$ cat config.mk
export PLATFORM = sky130hd
export DESIGN_NAME = dmxfs_due_sel
export DESIGN_NICKNAME = d
export VERILOG_FILES = /design/src/sv/dmxfs_pkg.sv /design/src/sv/dmxfs_due_sel.sv
export SDC_FILE = /design/constraint.sdc
export NUM_CORES = 1
export LEC_CHECK = 0
export BUFFER_PORTS_ARGS = -buffer_cell sky130_fd_sc_hd__buf_2
export CAP_MARGIN = 15
export CORE_MARGIN = 5
export CORE_UTILIZATION = 60
export DETAILED_ROUTE_END_ITERATION = 6
export PLACE_DENSITY = 0.89
export SYNTH_ARGS = -nofsm -noshare
export SYNTH_HDL_FRONTEND = slang
export SYNTH_SLANG_ARGS = --single-unit
$ cat constraint.sdc
create_clock -name vclk -period 10.2
set_input_delay 0.51 -clock vclk [all_inputs]
set_output_delay 0.51 -clock vclk [all_outputs]
set_load 0.02 [all_outputs]
$ cat src/sv/dmxfs_pkg.sv
// dmxfs_pkg: item structs, event and action codes, port phase type and
// fixed constants of the dmx512 frame scheduler
// no dependencies
package dmxfs_pkg;

    typedef struct packed {
        logic [1:0] kind;
        logic [1:0] port_number;
        logic [9:0] slot_index;
        logic [7:0] slot_value;
    } t_in_item;

    typedef struct packed {
        logic [1:0] out_port;
        logic [1:0] action;
        logic [7:0] read_byte;
        logic [1:0] busy_mask;
        logic       last;
    } t_out_item;

    // input item kinds
    localparam logic [1:0] KIND_WRITE = 2'd0;
    localparam logic [1:0] KIND_TICK  = 2'd1;
    localparam logic [1:0] KIND_DONE  = 2'd2;
    localparam logic [1:0] KIND_READ  = 2'd3;

    // result actions
    localparam logic [1:0] ACT_BREAK   = 2'd0;
    localparam logic [1:0] ACT_FRAME   = 2'd1;
    localparam logic [1:0] ACT_RELEASE = 2'd2;
    localparam logic [1:0] ACT_READ    = 2'd3;

    typedef enum logic [1:0] {
        PH_IDLE  = 2'd0,
        PH_BREAK = 2'd1,
        PH_DATA  = 2'd2
    } t_phase;

    localparam logic [7:0]  START_CODE    = 8'h00;
    localparam logic [15:0] REFRESH_RESET = 16'd25;

endpackage

$ cat src/sv/dmxfs_due_sel.sv
// dmxfs_due_sel: picks the ports that start a frame on a tick
// (idle, refresh period elapsed, at most the two lowest); uses dmxfs_pkg
module dmxfs_due_sel import dmxfs_pkg::*; #(
    parameter int PORT_COUNT = 2
) (
    input  logic [31:0]           i_tick,
    input  logic [31:0]           i_last_start [PORT_COUNT],
    input  t_phase                i_phase [PORT_COUNT],
    input  logic [15:0]           i_refresh,
    output logic [PORT_COUNT-1:0] o_start_mask
);

    logic [31:0]           elapsed [PORT_COUNT];
    logic [PORT_COUNT-1:0] due;
    logic [1:0]            taken;

    always_comb begin
        for (int i = 0; i < PORT_COUNT; i++) begin
            elapsed[i] = i_tick - i_last_start[i];
            due[i]     = (i_phase[i] == PH_IDLE) && (elapsed[i] >= {16'd0, i_refresh});
        end
    end

    // lowest two due ports win
    always_comb begin
        taken        = 2'd0;
        o_start_mask = '0;
        for (int i = 0; i < PORT_COUNT; i++) begin
            if (due[i] && (taken != 2'd2)) begin
                o_start_mask[i] = 1'b1;
                taken           = taken + 2'd1;
            end
        end
    end

endmodule
== Word level (Yosys, flattened, before mapping) ==
Index checks and enable logic that the tools add are counted.

* Input bits: 116
* Output and inout bits: 2
* Register bits: 0
* Word-level logic and storage cells: 13

* $lt $le $gt $ge: 2
* Multiplexer cells: 3
* $add $sub $neg: 2
* Reductions and logical operators: 5
* Eq/ne operators: 1

{| class="wikitable"
|+ Operator list
! operator !! number
|-
| >= comparator 32 x 16 -> 1 bit || 2
|-
| subtractor 32 bit || 2
|-
| zero test 2 bit || 2
|-
| logical AND 1 bit || 3
|-
| two-way mux 1 bit || 3
|-
| != test 2 bit, second input constant || 1
|}

== Depth between registers and ports, before layout ==
* Depth in word-level cells: 7
* Mapped depth: 21
* Depth with buffers taken out: 21

== Worst setup path before layout ==
No wires, ideal clock.

* Path type: in2out
* Start point: in i_last_start[1] in the netlist's numbering
* End point: out o_start_mask[1]
* Data required time: 9.690 ns
* Arrival time: 4.085 ns
* Setup slack: 5.605 ns
* Stages: 19
* Buffers on the path: 0
* Path through: inv_1 ha_1 nor2b_1 o31a_1 o41ai_2 o211ai_1 a21oi_2 o21bai_1 xor2_1 ha_1 a2111oi_2 o311a_1 nand4_1 nor4_2 o2111ai_1 nor4_2 o311ai_1 nor4_1 a311oi_1

* Cells in the longest elaborated chain, start to end: 5

{| class="wikitable"
|+ Ends and longest elaborated chain
! element !! line !! text
|-
| start, declared || dmxfs_due_sel.sv:7 || <nowiki>input logic [31:0] i_last_start [PORT_COUNT],</nowiki>
|-
| subtractor 32 bit || dmxfs_due_sel.sv:19 || <nowiki>elapsed[i] = i_tick - i_last_start[i];</nowiki>
|-
| >= comparator 32 x 16 -> 1 bit || dmxfs_due_sel.sv:20 || <nowiki>due[i] = (i_phase[i] == PH_IDLE) && (elapsed[i] >= {16'd0, i_refresh});</nowiki>
|-
| logical AND 1 bit || dmxfs_due_sel.sv:20 ||
|-
| logical AND 1 bit || dmxfs_due_sel.sv:29 || <nowiki>if (due[i] && (taken != 2'd2)) begin</nowiki>
|-
| two-way mux 1 bit || dmxfs_due_sel.sv:29 ||
|-
| end, declared || dmxfs_due_sel.sv:10 || <nowiki>output logic [PORT_COUNT-1:0] o_start_mask</nowiki>
|}

No other way between the ends.

== Final worst setup path ==
Same ends and word-level chain as after synthesis.

==> flow_metrics.tcl <==
set metrics [dict create \
    status "finished clean" \
    ir_drop_mv 0.0319 \
    fin_crit_sh_pct 51.3 \
    core.rowCount 31 \
    power_report.internal_total_mw 0.150 \
    finalWirelength_um 13800 \
    route.detailed.vias_per_inst 6.10 \
    timing.hold.ws_ps 1270 \
    critical-path-max-stage-delay_ps 310 \
    sw_frac_of_total_pct 56.4 \
    worstSetupEndpointType "primary output" \
    final_hold_viol_count 0 \
    fin_nets 979 \
    antenna_found_initial 0 \
    initialDrtViolationCount 291 \
    io_pins 118 \
    postLayoutCellArea_um2 5210 \
    mapped_cells 664 \
    timing.critical_path.required_ps 9690 \
    yosysWarnings 0 \
    postLayoutSetupSlackWorst_ps 4970 \
    grt-ovfl-total 0 \
    post-route-util_pct 71.1 \
    synth_top_area_cell "sky130_fd_sc_hd__ha_1" \
    share_comb_of_total_power_pct 100.0 \
    initial_utilization_pct 62.5 \
    placed_cell_area_um2 5210 \
    p_switching_mw 0.195 \
    drt.antenna.violating_nets 0 \
    worst-slew-pin-transition_ps 499 \
    floorplan.die_area_um2 9480 \
    pin_count_of_the_biggest_net_entering_global_routing 12 \
    yosysTopAreaCellShare_pct 25.7 \
    clock.fmax_mhz 191 \
    slew_viol_final 0 \
    netlist_area_um2 4580 \
    timing.critical_path.from_type "input pin" \
    area_of_the_core_region_um2 7330 \
    ff_latch_area_um2 0 \
    number_of_resized_instances_in_the_post_cts_repair_step 0 \
    syn-mean-instance-area_um2 6.90 \
    yosysSeqAreaShare_pct 0 \
    power.share.clock_pct 0 \
    post_synth_main_area_contributors "sky130_fd_sc_hd__ha_1 (26%), sky130_fd_sc_hd__a21oi_1 (7.7%), sky130_fd_sc_hd__inv_1 (7.6%)" \
    grt_pass1_wl_um 22800 \
    total_track_usage_pct 27.6 \
    hold_path_class "in -> out" \
    dp.final_hpwl_um 12200 \
    floorplan.die.height_um 97.4 \
    grt_pass1_vias 5194 \
    finalCriticalPeriod_ps 5230 \
    clkbuf_count 0 \
    port_buffers 118 \
    dieWidth_um 97.4 \
    finalSetupViolations 0 \
    critPathSlowestCell "sky130_fd_sc_hd__nor4_1" \
    worstPathCellList "buf_2 -> inv_1 -> ha_1 -> nor2b_1 -> o31a_1 -> o41ai_2 -> o21ai_1 -> and4_1 -> nor2_1 -> xnor2_1 -> ha_1 -> a21oi_1 -> o2bb2ai_1 -> a221oi_1 -> nand4_1 -> nor4_2 -> o2111ai_1 -> nor4_2 -> o311ai_1 -> nor4_1 -> a311oi_1 -> buf_2" \
    via_count 5269 \
    diodes 0 \
    standby_leakage_power_nw 2.74 \
    worst_hold_path.num_cells 3 \
    timing.max_slew.rel_slack_pct 66.4 \
    cp_num_cells 22 \
    postSynthNetCount 876 \
    yosysUniqueCellTypes 73 \
    detail_route.first_pass.iterations 5 \
    drt_drc_violations_left 0 \
    hold_buffers 0 \
    routedWlPerCell_um 16.0 \
    synthToLayoutAreaGrowth_pct 13.8 \
    gp_congestion 1.03 \
    timing.critical_path.arrival_ps 4720 \
    crit_fanout 4 \
    preCtsSetupSlack_ps 4980 \
    pwr_density_cell_nw_per_um2 66.3 \
    finalSetupTns_ps 0 \
    crit_buf_inv 3 \
    drv_cap 0 \
    rsz_0062_raised_after_global_routing "false" \
    fill_cells 632 \
    criticalPathCategory "in -> out" \
    p_seq_share_pct 0 \
    delay_heaviest_family_cp "compound AO/OA/AOI/OAI gates" \
    cts_setup_buffers 0 \
    drive_above_1_share_pct 20.0 \
    seq_cells 0 \
]
metal layers:
metal	part of all wire [%]	routed length, um	global-route usage, %	vias to the layer above
li1	-	-	-	2620
met1	42	5860	35.3	2384
met2	47	6470	48.3	220
met3	7.1	983	2.44	45
met4	3.6	497	9.48	0
met5	0	0	0	-
power by group through the flow:
stage          registers, mW  logic (mW)  clock network (mW)
6_report                   0       0.345                   0
5_1_grt                    0       0.383                   0
4_1_cts                    0       0.340                   0
3_5_place_dp               0       0.338                   0
3_3_place_gp               0       0.327                   0
2_1_floorplan              0       0.251                   0
synth_stat cells (6+ instances only):
cell and count:
sky130_fd_sc_hd__and4_1 6, sky130_fd_sc_hd__buf_2 9, sky130_fd_sc_hd__a21oi_2 6, sky130_fd_sc_hd__nand2b_1 10
sky130_fd_sc_hd__xnor2_1 27, sky130_fd_sc_hd__a211oi_1 6, sky130_fd_sc_hd__nor4_1 6, sky130_fd_sc_hd__o21ai_1 7
sky130_fd_sc_hd__nand2_1 55, sky130_fd_sc_hd__nor2_1 37, sky130_fd_sc_hd__xor2_1 16, sky130_fd_sc_hd__o21ai_0 26
sky130_fd_sc_hd__nor3_1 10, sky130_fd_sc_hd__inv_1 93, sky130_fd_sc_hd__nand3_1 16, sky130_fd_sc_hd__o21bai_1 8
sky130_fd_sc_hd__a21o_1 24, sky130_fd_sc_hd__o21a_1 16, sky130_fd_sc_hd__ha_1 94, sky130_fd_sc_hd__a21oi_1 70
sky130_fd_sc_hd__nor2b_1 13, sky130_fd_sc_hd__nand4_1 13
layout make-up:
| cell class | instances | area [um^2] | share of cell area, % |
|---|---|---|---|
| inverter | 93 | 349 | 6.70 |
| timing repair buffer | 118 | 591 | 11.3 |
| tap | 99 | 124 | 2.38 |
| multi-input combinational | 554 | 4150 | 79.6 |
through the flow:
stage	total power, mW	cells
global route	0.383	864
finish	0.345	864
global placement	0.327	864
CTS	0.340	864
floorplan	0.251	664
detailed placement	0.338	864
cell usage in the layout, fill, tap and decap left out, types with 3 or more instances in the layout:
master / n
sky130_fd_sc_hd__o2111ai_1: 5
sky130_fd_sc_hd__nor2_1: 37
sky130_fd_sc_hd__inv_1: 93
sky130_fd_sc_hd__nand2_1: 55
sky130_fd_sc_hd__a21boi_0: 4
sky130_fd_sc_hd__nor4_1: 6
sky130_fd_sc_hd__o21ba_2: 3
sky130_fd_sc_hd__o21ai_2: 3
sky130_fd_sc_hd__ha_1: 94
sky130_fd_sc_hd__a221oi_2: 4
sky130_fd_sc_hd__mux2i_1: 3
sky130_fd_sc_hd__a31oi_1: 5
sky130_fd_sc_hd__xnor2_1: 27
sky130_fd_sc_hd__nand2b_1: 10
sky130_fd_sc_hd__a211oi_1: 6
sky130_fd_sc_hd__xor2_1: 16
sky130_fd_sc_hd__or3_1: 4
sky130_fd_sc_hd__a21oi_1: 70
sky130_fd_sc_hd__and3_1: 5
sky130_fd_sc_hd__nand3_1: 16
sky130_fd_sc_hd__a21o_1: 24
sky130_fd_sc_hd__nor2b_1: 13
sky130_fd_sc_hd__o21bai_1: 8
sky130_fd_sc_hd__a221oi_1: 4
sky130_fd_sc_hd__and4_1: 6
sky130_fd_sc_hd__nor3_1: 10
sky130_fd_sc_hd__o21ai_0: 26
sky130_fd_sc_hd__a21oi_2: 6
sky130_fd_sc_hd__nand4_1: 13
sky130_fd_sc_hd__buf_2: 118
sky130_fd_sc_hd__o21ai_1: 7
sky130_fd_sc_hd__o21a_1: 16
worst paths after layout:
path                         from              end  slack, ps
setup / recovery  i_last_start[1]  o_start_mask[1]       4970
hold / removal         i_phase[1]  o_start_mask[1]       1270
cell families after synthesis:
| group | Yosys count | synth area share, % |
|---|---|---|
| muxes | 5 | 1.15 |
| buffers and inverters | 110 | 9.40 |
| adders and majority gates | 96 | 26.6 |
| xor gates and xnor gates | 43 | 8.22 |
| AOI/OAI and AO/OA | 225 | 34.2 |
| and+or+nand+nor | 185 | 20.4 |
(Power assumes the default switching activity.)
